===== src/design/eplc_ram.sv =====
// Generic simple dual-port RAM with one write port and a registered read port.
// Used for the slot store of the entry point LRU cache; no other dependencies.
module eplc_ram #(
  parameter int WIDTH = 8,
  parameter int DEPTH = 2
) (
  input  logic                     clk,
  input  logic                     we,
  input  logic [$clog2(DEPTH)-1:0] waddr,
  input  logic [WIDTH-1:0]         wdata,
  input  logic [$clog2(DEPTH)-1:0] raddr,
  output logic [WIDTH-1:0]         rdata
);

  logic [WIDTH-1:0] mem [DEPTH];

  always_ff @(posedge clk) begin
    if (we) begin
      mem[waddr] <= wdata;
    end
    rdata <= mem[raddr];
  end

endmodule


===== config.mk =====
export PLATFORM = sky130hd
export DESIGN_NAME = eplc_ram
export DESIGN_NICKNAME = d
export VERILOG_FILES = /design/src/design/eplc_ram.sv
export SDC_FILE = /design/constraint.sdc
export NUM_CORES = 1
export LEC_CHECK = 0
export ABC_AREA = 1
export BUFFER_PORTS_ARGS = -buffer_cell sky130_fd_sc_hd__clkbuf_2
export CAP_MARGIN = 40
export CORE_UTILIZATION = 30
export DETAILED_ROUTE_END_ITERATION = 8
export PLACE_DENSITY_LB_ADDON = 0.1
export SLEW_MARGIN = 10
export SYNTH_ARGS = -nofsm -noshare
export SYNTH_HDL_FRONTEND = slang
export SYNTH_SLANG_ARGS = --single-unit

===== constraint.sdc =====
create_clock -name clk -period 1.6 [get_ports clk]
set_input_delay 0.08 -clock clk [delete_from_list [all_inputs] [get_ports clk]]
set_output_delay 0.08 -clock clk [all_outputs]
set_load 0.03 [all_outputs]

== After elaboration in Yosys (flattened, before gate mapping) ==
Memories as Yosys holds them, arrays and structs flattened. A register that Yosys moved wholly into a read port is not among the register bits.
Index checks and enable logic that the tools add are counted.
W data, S select, Z words.
Storage, ports and cells
  flip-flop bits (word level): 0
  bits in writable memories: 16
  input port bits: 12
  output and inout bits: 8
  word-level logic and storage cells: 3
  memories: 1
Operators by class
  multiplexer cells: 2
Memory list
  mem: words 2, bits a word 8, rd ports 1, clocked after Yosys merged registers in 1, write ports 1, line 15  | logic [WIDTH-1:0] mem [DEPTH];
Operators with widths (count)
  $mux W1: 2

== Longest topological paths before layout ==
Gate-level depths: netlist of the first run.
  depth after elaboration: 2
  depth in mapped cells: 4
  gate-level depth less buffers: 3

== Worst setup path before layout of the first run ==
Ideal clock, no wire load.
  path type: input to register
  from: input we
  to: memory mem[0][0] (enable)
  library setup time: 0.371 ns
  arrival: 0.469 ns
  required time: 1.229 ns
  setup slack: 0.760 ns
  stages on the path: 2
  path buffers: 0
  cell sequence: inv_1 nor2_1
On the way
  cells in the longest elaborated chain, start to end: 2
Ends and longest elaborated chain
  from (decl): line 8  | input logic we,
  $mux W1: line 18  | if (we) begin
  $mux W1 (not written as such): line 19  | mem[waddr] <= wdata;
  to (decl): line 15
Every way passes these cells.

== Final worst setup path of the first run ==
  from: register rdata[4], read port of mem
  to: output rdata[4]
RTL lines
  from (decl): line 12  | output logic [WIDTH-1:0] rdata
No word-level cell between the ends.

==> flow_summary.yaml, run 1 <==
sta:
  worst_slew_pin_slew_ns: 0.303
  skew_ns: 0.000744
  setup_tns_ns: 0
  final_period_minus_worst_setup_slack_ns: 0.901
  setup-violations-final: 0
  relSlewSlack_pct: 79.8
  peak_freq_mhz: 1110
  timing.final.crit_share_pct: 56.3
  report.final.slew_viol_count: 0
  rsz_0062_raised_after_global_routing: "false"
  final_hold_viol_count: 0
global_route:
  globalRoute.totalOverflow: 0
  first_global_vias: 417
  largest_net_degree_at_the_start_of_global_routing: 13
  grt_first_pass_wirelength_mm: 1.81
  grt_antenna_before_repair: 0
  grt_util_all_layers_pct: 10.1
synthesis:
  ys_seq_area_share_pct: 84.2
  post_synthesis_net_count: 66
  syn-cell-area_um2: 761
  synthDominantAreaCellType: "sky130_fd_sc_hd__edfxtp_1"
  synth_seq_cells: 24
  postSynthCellCount: 54
  ys_top_cells_by_area: "sky130_fd_sc_hd__edfxtp_1, sky130_fd_sc_hd__dfxtp_1, sky130_fd_sc_hd__nand2_1"
  synth-warning-count: 0
  synth_area_per_cell_um2: 14.1
  netlist-cell-type-count: 7
  synth_top_area_share_pct: 63.2
die:
  die-area_um2: 2740
  die_y_um: 52.4
  core_um2: 2300
  horizontal_die_dimension_um: 52.4
  rows: 17
  effective_utilization_at_floorplan_pct: 33.1
  floorplan.io_pins: 20
outcome:
  status: "complete, no violations"
detailed_routing:
  average_detailed_routed_wire_length_per_instance_um: 10.1
  antenna_violating_nets_post_route: 0
  via_per_inst: 4.09
  drt_pass1_iterations: 4
  drc: 0
  routed_wl_mm: 1.14
  routed-via-count: 458
  first_iteration_detailed_routing_drc_count: 7
critical_path:
  family_with_the_most_delay_on_the_worst_path: "flip-flops"
  max_stage_delay_ns: 0.33
  r2r.worst_path.cells: 2
  arrival_ns: 0.82
  cp_num_cells: 1
  critical_path.slowest_cell: "sky130_fd_sc_hd__dfxtp_1"
  timing.critical_path.required_ns: 1.52
  buffers_and_inverters_on_the_worst_path: 1
  worst-setup-path-type: "reg2out"
  critical_path.endpoint_type: "output pin"
  crit_fanout: 1
  critical_path.startpoint_type: "flip-flop"
  crit_chain: "clkbuf_2"
placement:
  routabilityCongestion: 0.610
  post_dp_cell_area_um2: 887
  post-dp-hpwl_um: 738
  placement.io_buffers: 19
  place.detailed.instances: 101
pwr:
  leakage_nw: 0.441
  fin_total_pwr_mw: 1.09
  power_per_cell_area_nw_per_um2: 1100
  vdd_drop_max_uv: 643
cts:
  cts_made_buffers: 3
  clk_latency_ns: 0.30
  tritoncts: "done"
  clk_transition_reported_paths_ns: 0.12
  cts-root-buf: "sky130_fd_sc_hd__clkbuf_4"
  cts_repair_resize_count: 0
  cts_htree_levels: 1
  cts.sink_count: 24
  cts_buffer_depth: 2
layout:
  utilization_after_layout_pct: 43.1
  antenna_cells: 0
  drive_above_1_share_pct: 28.6
  mostFrequentLayoutCell: "sky130_fd_sc_hd__nand2_1"
  final_net_count: 98
  instances_no_fill: 112
  design_area_um2: 990
  layout-area-overhead-vs-synth_pct: 30.1
  final_cell_mix: "sky130_fd_sc_hd__nand2_1, sky130_fd_sc_hd__clkbuf_2, sky130_fd_sc_hd__edfxtp_1"
run:
  max_cap_violations: 0
worst_hold_path:
  hold_path_depth: 3
  hold_path.class: "in2reg"
-- layer usage --
metal,track usage [%],wire (um),vias to the layer above
li1,-,-,237
met1,9.94,463,206
met2,17.1,599,13
met3,6.09,57,2
met4,3.95,14,0
met5,0,0,-
-- cells by family after synthesis --
logic type | Yosys count | share of synthesized area, %
flip-flops | 24 | 84.2
buffers and inverters | 4 | 2.96
AND/OR/NAND/NOR | 26 | 12.8
-- where the power goes --
group,switching (mW),internal [mW]
Sequential,0.00984,0.709
Clock,0.162,0.0878
Combinational,0.0752,0.0442
Total,0.247,0.841
-- Yosys cell counts --
cell                       instances
sky130_fd_sc_hd__inv_2             1
sky130_fd_sc_hd__edfxtp_1         16
sky130_fd_sc_hd__buf_6             1
sky130_fd_sc_hd__dfxtp_1           8
sky130_fd_sc_hd__nand2_1          25
sky130_fd_sc_hd__inv_1             2
sky130_fd_sc_hd__nor2_1            1
-- registers in the layout, summed over array words and instances (netlist names) --
register and count:
mem 16, rdata 8
-- area by class of cell --
type / count / area, um^2
sequential: 24 / 641
clock buffer: 3 / 22.5
multi-input combinational: 26 / 97.6
inverter: 3 / 11.3
tap: 28 / 35.0
fill: 223 / 1310
timing repair buffer: 28 / 183
-- worst reg2reg max path, stage by stage, from the launching register on --
cell and delay [ns]:
sky130_fd_sc_hd__edfxtp_1 0.39, sky130_fd_sc_hd__nand2_1 0.07, sky130_fd_sc_hd__nand2_1 0.05
-- metrics by stage --
stage | hold WS (ns) | worst slack [ns]
finish | 0.101 | 0.699
global route | 0.0950 | 0.624
CTS | 0.0893 | 0.679
detailed placement | 0.274 | 0.802
global placement | 0.275 | 0.833
floorplan | 0.179 | 0.760
-- repair_timing --
item,4_1_cts,5_1_grt
endpoints found under the setup margin,0,0
hold endpoints to repair,16,0
hold buffers,8,0
setup buffers,0,0
-- final timing paths --
check / startpoint / slack [ns] / end
setup / recovery: rdata[4]$_DFF_P_ / 0.70 / rdata[4]
hold / removal: raddr / 0.10 / rdata[7]$_DFF_P_
setup reg to reg: mem[1][6]$_DFFE_PP_ / 1.00 / rdata[6]$_DFF_P_
hold reg to reg: mem[0][0]$_DFFE_PP_ / 0.45 / rdata[0]$_DFF_P_
Note: power is estimated with default switching activity, not from simulation.
==> run 2: changes to the inputs <==
==> constraint.sdc (replaced) <==
create_clock -name clk -period 0.9 [get_ports clk]
set_input_delay 0.045 -clock clk [delete_from_list [all_inputs] [get_ports clk]]
set_output_delay 0.045 -clock clk [all_outputs]
set_load 0.03 [all_outputs]
==> run 2 against run 1 <==
Cell count is the same. Core utilization up 0.65 points. Clock power is 78% higher. Combinational power up 90%. Via count shrank 0.66%. Non-clock buffer count stayed put. Highest routed layer unchanged.
==> flow_summary.yaml, run 2 (synthesis results as in run 1) <==
sta:
  final.setup.worst_slack_ns: 0.0527
  final_hold_viol_count: 0
  relSlewSlack_pct: 79.7
  final_period_minus_worst_setup_slack_ns: 0.847
  worst_slew_pin_slew_ns: 0.304
  rsz_0062_raised_after_global_routing: "false"
  setup_tns_ns: 0
  setup-violations-final: 0
  report.final.slew_viol_count: 0
  skew_ns: 0.000750
  peak_freq_mhz: 1180
  timing.final.crit_share_pct: 94.1
die:
  effective_utilization_at_floorplan_pct: 33.1
  horizontal_die_dimension_um: 52.4
  die-area_um2: 2740
  die_y_um: 52.4
  floorplan.io_pins: 20
  rows: 17
  core_um2: 2300
layout:
  final_cell_mix: "sky130_fd_sc_hd__nand2_1, sky130_fd_sc_hd__edfxtp_1, sky130_fd_sc_hd__clkbuf_2"
  utilization_after_layout_pct: 43.7
  final_net_count: 98
  layout-area-overhead-vs-synth_pct: 32.1
  antenna_cells: 0
  mostFrequentLayoutCell: "sky130_fd_sc_hd__nand2_1"
  largest-register: "mem"
  drive_above_1_share_pct: 28.6
  fillCellCount: 222
  largest_register_ff_count: 16
  layout_top_registers: "mem: 16 flops, rdata: 8 flops"
placement:
  routabilityCongestion: 0.610
  placement.io_buffers: 19
  post-dp-hpwl_um: 738
  place_worst_setup_slack_ns: 0.137
critical_path:
  critical_path.startpoint_type: "flip-flop"
  regToRegSetupSlack_ns: 0.30
  buffers_and_inverters_on_the_worst_path: 1
  family_with_the_most_delay_on_the_worst_path: "flip-flops"
  arrival_ns: 0.80
  critical_path.endpoint_type: "output pin"
  crit_chain: "buf_2"
  critical_path.slowest_cell: "sky130_fd_sc_hd__dfxtp_1"
  crit_fanout: 1
  worst-setup-path-type: "reg2out"
  timing.critical_path.required_ns: 0.85
  r2r.worst_path.cells: 2
  r2r_end: "rdata[3]$_DFF_P_"
  r2r_startpoint: "mem[1][3]$_DFFE_PP_"
  max_stage_delay_ns: 0.32
worst_hold_path:
  hold_end: "rdata[7]$_DFF_P_"
  hold_path.startpoint: "raddr"
  hold_path.class: "in2reg"
  hold_path_depth: 3
cts:
  clk_latency_ns: 0.30
  cts-root-buf: "sky130_fd_sc_hd__clkbuf_4"
  cts.sink_count: 24
  cts_htree_levels: 1
  clk_transition_reported_paths_ns: 0.12
  post-cts-setup-buffer-count: 0
  cts_made_buffers: 3
  cts_buffer_depth: 2
  tritoncts: "done"
detailed_routing:
  average_detailed_routed_wire_length_per_instance_um: 10.2
  via_per_inst: 4.06
  first_iteration_detailed_routing_drc_count: 7
  drc: 0
  drt_pass1_iterations: 3
  antenna_violating_nets_post_route: 0
  routed-via-count: 455
  routed_wl_mm: 1.14
pwr:
  power_per_cell_area_nw_per_um2: 1940
  leakage_nw: 0.445
  vdd_drop_max_uv: 1150
  fin_total_pwr_mw: 1.95
run:
  max_cap_violations: 0
global_route:
  largest_net_degree_at_the_start_of_global_routing: 13
  globalRoute.totalOverflow: 0
  grt_antenna_before_repair: 0
  grt_first_pass_wirelength_mm: 1.81
  first_global_vias: 417
  grt_util_all_layers_pct: 10.1
outcome:
  status: "complete, no violations"
run 2: cell types whose count changed in the layout (fill, tap and decap cells not counted):
cell	change
sky130_fd_sc_hd__buf_2	+2
sky130_fd_sc_hd__buf_4	+5
sky130_fd_sc_hd__clkbuf_2	-8
sky130_fd_sc_hd__clkbuf_4	+1
run 2: timing repair:
action	CTS	global route
resized for setup	0	19
hold buffers	8	0
endpoints found under the hold margin	16	0
endpoints found under the setup margin	0	8
run 2: per-layer routing:
| metal | up-vias | part of all wire [%] | global-route usage (%) |
|---|---|---|---|
| li1 | 237 | - | - |
| met4 | 0 | 1.2 | 3.95 |
| met3 | 2 | 5.2 | 6.09 |
| met1 | 203 | 41 | 9.94 |
| met2 | 13 | 52 | 17.1 |
| met5 | - | 0 | 0 |
run 2: worst max path at each step:
stage                          start             endpoint  slack, ns  cells after the start
CTS                 rdata[6]$_DFF_P_             rdata[6]       0.01                      1
finish              rdata[1]$_DFF_P_             rdata[1]       0.05                      1
global route        rdata[1]$_DFF_P_             rdata[1]     0.0007                      1
detailed placement             waddr  mem[1][7]$_DFFE_PP_       0.14                      3
global placement               waddr  mem[1][3]$_DFFE_PP_       0.17                      3
floorplan                         we  mem[0][0]$_DFFE_PP_        0.1                      2
run 2: where the power goes:
group / switching [mW] / internal [mW]
logic: 0.134 / 0.0922
registers: 0.0176 / 1.26
clock network: 0.290 / 0.156
total: 0.441 / 1.51
run 2: cell type report:
class | instances | area [um^2] | area share [%]
clock buffer | 3 | 22.5 | 2.24
sequential | 24 | 641 | 63.8
timing repair buffer | 28 | 198 | 19.7
inverter | 3 | 11.3 | 1.12
multi-input combinational | 26 | 97.6 | 9.71
tap | 28 | 35.0 | 3.49
run 2: through the flow:
step | hold WS [ns] | instance area (um^2) | instances
floorplan | 0.144 | 761 | 54
global placement | 0.240 | 887 | 101
detailed placement | 0.239 | 887 | 101
CTS | 0.0543 | 990 | 112
global route | 0.0600 | 1000 | 112
finish | 0.0661 | 1000 | 112
